==> config.mk <==
export PLATFORM = sky130hd
export DESIGN_NAME = mccd_relax
export DESIGN_NICKNAME = d
export VERILOG_FILES = /design/src/min_coin_change_dp_defines.svh /design/src/mccd_pkg.sv /design/src/mccd_relax.sv
export SDC_FILE = /design/constraint.sdc
export NUM_CORES = 1
export LEC_CHECK = 0
export ABC_AREA = 1
export ABC_CLOCK_PERIOD_IN_PS = 5650
export BUFFER_PORTS_ARGS = -buffer_cell sky130_fd_sc_hd__buf_2
export CAP_MARGIN = 25
export CORE_UTILIZATION = 52
export DETAILED_ROUTE_END_ITERATION = 8
export GPL_TIMING_DRIVEN = 1
export PLACE_DENSITY = 0.89
export SYNTH_ARGS = -nofsm -noshare
export SYNTH_HDL_FRONTEND = slang
export SYNTH_SLANG_ARGS = --single-unit
==> constraint.sdc <==
create_clock -name vclk -period 5.65
set_clock_uncertainty 0.2 [all_clocks]
set_input_delay 0.565 -clock vclk [all_inputs]
set_output_delay 0.565 -clock vclk [all_outputs]
set_load 0.01 [all_outputs]
==> src/min_coin_change_dp_defines.svh <==
// ----------------------------------------------------------------------------
// min_coin_change_dp_defines.svh
// Assertion macros for the minimum coin change block.
// ----------------------------------------------------------------------------
`ifndef MIN_COIN_CHANGE_DP_DEFINES_SVH
`define MIN_COIN_CHANGE_DP_DEFINES_SVH

`ifndef ASSERT_OFF
// antecedent implies consequent in the same cycle
`define MCCD_ASSERT_SAME(lbl, clk, rst_n, ante, cons, msg) \
    lbl: assert property (@(posedge clk) disable iff (!rst_n) (ante) |-> (cons)) \
        else $error(msg);
// antecedent implies consequent in the next cycle
`define MCCD_ASSERT_NEXT(lbl, clk, rst_n, ante, cons, msg) \
    lbl: assert property (@(posedge clk) disable iff (!rst_n) (ante) |=> (cons)) \
        else $error(msg);
`else
`define MCCD_ASSERT_SAME(lbl, clk, rst_n, ante, cons, msg)
`define MCCD_ASSERT_NEXT(lbl, clk, rst_n, ante, cons, msg)
`endif

`endif

==> src/mccd_pkg.sv <==
// ----------------------------------------------------------------------------
// mccd_pkg
// Shared constants and types for the minimum coin change block.
// ----------------------------------------------------------------------------
package mccd_pkg;

    // highest amount held in the count table
    localparam int unsigned MAX_AMOUNT = 1023;
    localparam int unsigned TBL_DEPTH  = MAX_AMOUNT + 1;
    localparam int unsigned ADDR_W     = (TBL_DEPTH > 1) ? $clog2(TBL_DEPTH) : 1;

    // fixed field widths
    localparam int unsigned AMT_W = 10;
    localparam int unsigned CNT_W = 11;

    typedef logic [AMT_W-1:0]  t_amount;
    typedef logic [CNT_W-1:0]  t_count;
    typedef logic [ADDR_W-1:0] t_addr;

    // all ones marks an amount that cannot be formed
    localparam t_count UNREACH = {CNT_W{1'b1}};

endpackage

==> src/mccd_relax.sv <==
// ----------------------------------------------------------------------------
// mccd_relax
// Add-one and compare unit: best = min(cur, sub + 1), unreachable aware.
// ----------------------------------------------------------------------------
module mccd_relax (
    input  mccd_pkg::t_count i_sub,
    input  mccd_pkg::t_count i_cur,
    output mccd_pkg::t_count o_best
);

    mccd_pkg::t_count w_cand;

    // the increment wraps only for an all-ones sub, which the compare excludes
    assign w_cand = i_sub + mccd_pkg::CNT_W'(1);

    always_comb begin
        o_best = i_cur;
        if ((i_sub != mccd_pkg::UNREACH) && (w_cand != mccd_pkg::UNREACH)
                && (w_cand < i_cur)) begin
            o_best = w_cand;
        end
    end

endmodule

==> metrics.md <==
| Metric | Value |
|---|---|
| GRT Resource Usage Total | `23.3%` |
| Reg area | `0 um^2` |
| Worst setup SP type | `primary input` |
| Cts-stage hold buffer count | `0` |
| Layout Nets | `roughly 210` |
| Worst Setup Path Type | `in -> out` |
| Die Y | `about 40 um` |
| Setup violators final | `0` |
| Placer congestion estimate | `0.796` |
| PwrDens | `86.2 nW/um^2` |
| Yosys warning count | `0` |
| Setup_tns | `0 ns` |
| Most frequent CP cell | `nand2_1` |
| Largest stage delay, worst path | `0.52 ns` |
| Outcome | `finished, final reports clean` |
| Wire per inst | `slightly below 9 um` |
| Worst slew pin tran | `0.677 ns` |
| VDD IR-drop max | `between 0.04 and 0.05 mV` |
| Syn avg cell area | `around 5.2 um^2` |
| Die X | `40.4 um` |
| First-pass DRT Iterations | `4` |
| Final hold slack | `around 1.2 ns` |
| Final min period | `a little under 4 ns` |
| Area Growth Syn to Fin | `20.9%` |
| I/O pins | `33` |
| Final core occ | `69.4%` |
| Placeable Area | `about 1300 um^2` |
| Rows | `13` |
| # clk buffers | `0` |
| Drt via density | `between 4 and 5` |
| Number of diodes | `0` |
| Routed vias | `a little under 900` |
| Syn_nets | `~180` |
| HP Class | `in -> out` |
| WL final | `approximately 1700 um` |
| Global-route wire length before repair | `between 2000 and 3000 um` |
| Leakage dissipation | `0.634 nW` |
| GRT overflow | `0` |
| Initial antenna violation count | `0` |
| RSZ-0062 raised after global routing | `no` |
| Seq/Total Area, Yosys | `0%` |
| Post-synthesis cell type count | `20` |
| # Post-CTS Setup Buffers | `0` |
| Slowest-stage cell, CP | `nor3_2` |
| Slew Viols, Final | `0` |
| Vias in the first global route | `about 700` |
| Cell Chain, Critical Path | `buf_2, ha_1, nand2_2, nor2_4, nand3_1, nand2_1, inv_1, ha_1, a21oi_1, o21bai_1, nand2_1, nand2_1, nor3_2, nand2_2, nand2_1, nand2_1, buf_2` |
| Share of cells above drive strength 1 | `about a quarter` |
| Die Area | `1630 um^2` |
| Worst EP required | `between 4 and 5 ns` |
| Worst-path fanout max | `12` |
| Fill count | `119` |
| PortBufs | `33` |
| Area of the multi-input gates | `~630 um^2` |
| Mapped Cells | `between 100 and 150` |
| Worst path top cell family by delay | `simple AND/OR/NAND/NOR gates` |
| Rel. slew slack | `54.6%` |
| Crit path capture type | `output pin` |
| Dpl hpwl | `between 1500 and 2000 um` |
| WP buf/inv | `3` |
| FMAX | `around 260 MHz` |
| DRC | `0` |
| Crit path DAT | `roughly 3.1 ns` |
| Post-synthesis cell area | `roughly 770 um^2` |
| Initial Util | `between 50 and 60%` |
| Sequential cells | `0` |
| Final hold vios | `0` |
| Antenna-violating nets left | `0` |
| Number of max-cap violations | `0` |
| Part of the cycle the worst path needs | `between 60% and 70%` |
| Largest net degree at the start of global routing | `13` |
| Post-CTS Resized | `0` |
| Iter 0 DRT Violations | `13` |
==> cells in the mapped netlist <==
cell type / n / area (um^2)
a21oi_1: 4 / 20.0
xnor2_1: 1 / 8.76
inv_1: 29 / 109
nor2_2: 3 / 18.8
nand2_1: 54 / 203
buf_6: 1 / 11.3
xor2_1: 1 / 8.76
buf_2: 1 / 5.00
buf_4: 1 / 7.51
nor2_4: 2 / 22.5
o21ai_0: 1 / 5.00
nor2_1: 14 / 52.6
nand3_2: 3 / 30.0
o21bai_1: 1 / 7.51
nor3_2: 1 / 10.0
nand2_2: 2 / 12.5
nand3_1: 14 / 70.1
a21o_1: 1 / 7.51
ha_1: 12 / 150
nand4_1: 1 / 6.26
==> kinds of logic (layout without fill, tap and decap cells) <==
logic type      after synthesis  count (layout)  share of synthesized area, %
simple gates                 94              94                          55.6
fa+ha+maj                    12              12                          19.6
xor+xnor                      2               2                          2.29
buf+inv                      32              62                          17.3
compound gates                7               7                          5.23
==> metrics by stage <==
stage                     std cells  power (mW)  area [um^2]  worst slack [ns]
after global placement          192      0.0771          926              1.83
after global routing            192      0.0920          926              1.38
after floorplan                 147      0.0530          766              2.56
final                           192      0.0799          926              1.75
after detailed placement        192      0.0798          926              1.74
after CTS                       192      0.0801          926              1.74
==> path summary, 6_finish.rpt <==
| path | slack [ns] | start | to | depth (start not counted) |
|---|---|---|---|---|
| setup / recovery | 1.75 | i_sub[0] | o_best[1] | 17 |
| hold / removal | 1.22 | i_cur[9] | o_best[9] | 4 |
==> metal layers <==
metal / vias to the layer above / wire length (um) / GRT usage [%]
met4: 0 / 0 / 0
met1: 361 / 854 / 32.4
met3: 0 / 47 / 0
met5: - / 0 / 0
li1: 509 / - / -
met2: 20 / 804 / 42.1
==> layout by cell type, fill, tap and decap left out, drive strengths merged <==
cell type	synthesis	final
xnor2	1	1
o21bai	1	1
nand3	17	17
a21oi	4	4
nor3	1	1
a21o	1	1
inv	29	29
o21ai	1	1
buf	3	33
nor2	19	19
nand4	1	1
nand2	56	56
xor2	1	1
ha	12	12
==> final cells by class <==
cell class         count  area share (%)
repair buffers        33            17.8
well taps             15            2.03
multi-input cells    115            68.4
inverters             29            11.8
==> report_power, final <==
group | switching, mW | internal (mW) | total [mW]
Combinational | 0.0471 | 0.0327 | 0.0799
Sequential | 0 | 0 | 0
Clock | 0 | 0 | 0
Power figures use the tool's default switching activity.
