$ cat config.mk
export PLATFORM = sky130hd
export DESIGN_NAME = mccd_ram
export DESIGN_NICKNAME = d
export VERILOG_FILES = /design/src/min_coin_change_dp_defines.svh /design/src/mccd_ram.sv
export SDC_FILE = /design/constraint.sdc
export NUM_CORES = 1
export LEC_CHECK = 0
export BUFFER_PORTS_ARGS = -buffer_cell sky130_fd_sc_hd__buf_2
export CORE_MARGIN = 2
export CORE_UTILIZATION = 47
export DETAILED_ROUTE_END_ITERATION = 7
export PLACE_DENSITY = 0.63
export REMOVE_ABC_BUFFERS = 1
export SETUP_SLACK_MARGIN = 0.1
export SLEW_MARGIN = 15
export SYNTH_ARGS = -nofsm -noshare
export SYNTH_HDL_FRONTEND = slang
export SYNTH_SLANG_ARGS = --single-unit
$ cat constraint.sdc
create_clock -name i_clk -period 2.03 [get_ports i_clk]
set_input_delay 0.406 -clock i_clk [delete_from_list [all_inputs] [get_ports i_clk]]
set_output_delay 0.406 -clock i_clk [all_outputs]
set_load 0.1 [all_outputs]
$ cat src/min_coin_change_dp_defines.svh
// ----------------------------------------------------------------------------
// min_coin_change_dp_defines.svh
// Assertion macros for the minimum coin change block.
// ----------------------------------------------------------------------------
`ifndef MIN_COIN_CHANGE_DP_DEFINES_SVH
`define MIN_COIN_CHANGE_DP_DEFINES_SVH

`ifndef ASSERT_OFF
// antecedent implies consequent in the same cycle
`define MCCD_ASSERT_SAME(lbl, clk, rst_n, ante, cons, msg) \
    lbl: assert property (@(posedge clk) disable iff (!rst_n) (ante) |-> (cons)) \
        else $error(msg);
// antecedent implies consequent in the next cycle
`define MCCD_ASSERT_NEXT(lbl, clk, rst_n, ante, cons, msg) \
    lbl: assert property (@(posedge clk) disable iff (!rst_n) (ante) |=> (cons)) \
        else $error(msg);
`else
`define MCCD_ASSERT_SAME(lbl, clk, rst_n, ante, cons, msg)
`define MCCD_ASSERT_NEXT(lbl, clk, rst_n, ante, cons, msg)
`endif

`endif

$ cat src/mccd_ram.sv
// ----------------------------------------------------------------------------
// mccd_ram
// Generic RAM: one write port, two read ports, registered read data.
// ----------------------------------------------------------------------------
module mccd_ram #(
    parameter int WIDTH = 8,
    parameter int DEPTH = 16,
    localparam int AW   = (DEPTH > 1) ? $clog2(DEPTH) : 1
) (
    input  logic             i_clk,
    input  logic             i_we,
    input  logic [AW-1:0]    i_waddr,
    input  logic [WIDTH-1:0] i_wdata,
    input  logic [AW-1:0]    i_raddr_a,
    input  logic [AW-1:0]    i_raddr_b,
    output logic [WIDTH-1:0] o_rdata_a,
    output logic [WIDTH-1:0] o_rdata_b
);

    logic [WIDTH-1:0] r_mem [DEPTH];
    logic [WIDTH-1:0] r_rdata_a;
    logic [WIDTH-1:0] r_rdata_b;

    always_ff @(posedge i_clk) begin
        if (i_we) begin
            r_mem[i_waddr] <= i_wdata;
        end
        // read-first: a same-cycle write is not visible
        r_rdata_a <= r_mem[i_raddr_a];
        r_rdata_b <= r_mem[i_raddr_b];
    end

    assign o_rdata_a = r_rdata_a;
    assign o_rdata_b = r_rdata_b;

endmodule

==> results.sh <==
export IMPL_status="completed"
export IMPL_synth_enable_flop_cells=128
export IMPL_crit_arrival_ns=1.20
export IMPL_drt_wl_total_mm=14.2
export IMPL_yosysWarningCount=0
export IMPL_synth_most_common_cell="edfxtp_1"
export IMPL_grt_use_total_pct=20.9
export IMPL_tritoncts="done"
export IMPL_grt_antenna_before_repair=0
export IMPL_rsz0062_at_grt="no"
export IMPL_yosys_area_top_type_share_pct=60.6
export IMPL_crit_buf_inv=1
export IMPL_wl_per_cell_um=25.2
export IMPL_drv_slew=0
export IMPL_syn_area_sq_um=6350
export IMPL_drt_initial_drc_count=321
export IMPL_grt_pass1_wl_mm=20.8
export IMPL_hold_path_class="in -> reg"
export IMPL_port_buffers=37
export IMPL_synth_ff_type="edfxtp_1"
export IMPL_min_delay_worst_endpoint="r_mem[14][2]"
export IMPL_fin_ws_ns=0.425
export IMPL_skew_ns=0.0104
export IMPL_setup_viol=0
export IMPL_reg2reg_depth=3
export IMPL_synthArstFlopShare_pct=0
export IMPL_vias=3359
export IMPL_drc_errors=0
export IMPL_grt_pass1_vias=3506
export IMPL_dp_hpwl_mm=9.38
export IMPL_syn_area_per_cell_sq_um=20.7
export IMPL_hold_violations=0
export IMPL_timing_rr_start="r_mem[2][6]"
export IMPL_cts_max_path_buffers=2
export IMPL_fin_crit_sh_pct=79.0
export IMPL_initial_utilization_pct=48.1
export IMPL_synth_area_leaders="edfxtp_1 (61%), mux4_2 (12%), mux4_1 (12%)"
export IMPL_synth_seq_cells=144
export IMPL_fmax_mhz=623
export IMPL_fin_setup_tns_ns=0
export IMPL_gp_congestion=0.786
export IMPL_irDropWorstVdd_uv=630
export IMPL_worst_path_max_fanout=1
export IMPL_critical_path_required_ns=1.62
export IMPL_boundaryPins=38
export IMPL_die_x_um=120
export IMPL_worst_setup_path_end_kind="output pin"
export IMPL_synthTopCellsByCount="edfxtp_1 (128), mux4_2 (34), a22oi_1 (32)"
export IMPL_r2r_setup_slack_ns=0.51
export IMPL_crit_type="reg -> out"
export IMPL_min_period_ns=1.60
export IMPL_max_cap_violations=0
export IMPL_yosys_area_top_type="edfxtp_1"
export IMPL_holdCritStartpoint="i_wdata[2]"
export IMPL_drive_above_1_share_pct=34.7
export IMPL_worst_pin_slew_ns=0.917
export IMPL_whs_path_depth=1
export IMPL_die_h_um=120
export IMPL_syn2layout_area_growth_pct=16.8
export IMPL_clock_latency_ns=0.42
export IMPL_utilization_pct=56.2
export IMPL_cts_made_buffers=17
export IMPL_clock_sinks=144
export IMPL_grt_overflow_total=0
export IMPL_syn_inst=307
export IMPL_maxSlewHeadroom_pct=38.8
export IMPL_firstDrtPassIters=5
export IMPL_crit_path_top_delay_cell="buf_2"
export IMPL_critPathTopFamily="buffers and inverters"
export IMPL_ctsHtreeMaxLevel=4
export IMPL_worst_setup_path_start_kind="flop"
export IMPL_post_cts_setup_buffer_count=0
export IMPL_antenna_cells=0
export IMPL_coreArea_sq_um=13200
export IMPL_p_leak_nw=2.60
export IMPL_post_place_ws_ns=0.0267
export IMPL_yosysSeqAreaShare_pct=65.6
export IMPL_cpPeakStageDelay_ns=0.44
export IMPL_ys_types=20
export IMPL_num_rows=42
export IMPL_dieArea_sq_um=14400
export IMPL_viasPerCell=5.98
export IMPL_cts_resized=0
export IMPL_detail_route_antenna_nets=0
export IMPL_clock_root_buffer="clkbuf_16"
export IMPL_cts_hold_buf=0
export IMPL_cts_reportedPaths_clkPinSlew_ns=0.06
export IMPL_powerDensity_nw_per_um2=955
export IMPL_cp_cell_sequence="buf_2"
export IMPL_nets=395
export IMPL_grt_max_degree=33
export IMPL_r2r_end="o_rdata_a[6]"
[through the flow]
step / power (mW) / area [sq um] / hold WS, ns / cells
floorplan: 3.91 / 6170 / 0.505 / 287
global placement: 4.17 / 6840 / 0.677 / 530
detailed placement: 4.18 / 6840 / 0.687 / 530
CTS: 7.13 / 7410 / 0.365 / 562
global route: 7.29 / 7410 / 0.379 / 562
finish: 7.08 / 7410 / 0.379 / 562
[per-layer routing]
| layer | routed length (um) | share of wire (%) | GRT usage, % |
|---|---|---|---|
| met2 | 7240 | 51 | 35.0 |
| met5 | 0 | 0 | 0 |
| met1 | 5760 | 41 | 25.9 |
| met3 | 806 | 5.7 | 5.42 |
| met4 | 376 | 2.7 | 8.82 |
[cell type report]
cell class | count | area [sq um]
multi-input combinational | 143 | 2010
tap | 176 | 220
clock buffer | 18 | 429
sequential | 144 | 4160
timing repair buffer | 67 | 448
fill | 985 | 5780
clock inverter | 14 | 143
[registers in the layout, indices dropped and copies added, names as in the netlist]
register   flops
r_mem        128
o_rdata_b      8
o_rdata_a      8
[logic make-up (layout without fill, tap and decap cells)]
group	after synthesis	after routing	synth area share, %
DFF	144	144	65.6
muxes	64	64	24.4
and+or+nand+nor	47	47	3.43
AOI/OAI and AO/OA	32	32	3.79
buffers and inverters	20	99	2.72
[placed cells by master, fill, tap and decap left out, drive strengths merged, types with 4 or more instances in the layout]
| cell type | count |
|---|---|
| a22oi | 32 |
| buf | 67 |
| clkbuf | 18 |
| clkinv | 9 |
| dfxtp | 16 |
| edfxtp | 128 |
| mux4 | 64 |
| nand2 | 17 |
| nor2 | 14 |
| nor3 | 4 |
[how the worst max path moves through the flow]
stage | slack [ns] | from | cells past startpoint | end
3_3_place_gp | 0.04 | i_raddr_a[0] | 5 | o_rdata_a[2]
2_1_floorplan | 0.13 | i_waddr[2] | 2 | r_mem[0][0]
4_1_cts | 0.41 | o_rdata_a[1] | 1 | o_rdata_a[1]
5_1_grt | 0.39 | o_rdata_a[1] | 1 | o_rdata_a[1]
6_report | 0.43 | o_rdata_a[1] | 1 | o_rdata_a[1]
3_5_place_dp | 0.03 | i_raddr_a[0] | 5 | o_rdata_a[2]
[where the power goes]
part | internal [mW] | switching [mW]
clock network | 1.80 | 1.16
registers | 3.32 | 0.0358
logic | 0.239 | 0.527
[worst register-to-register path: stages, from the launching register on]
cell and delay [ns]:
edfxtp_1 0.42, mux4_1 0.53, a22oi_1 0.35, nand2_1 0.10
Note: power is estimated with default switching activity, not from simulation.
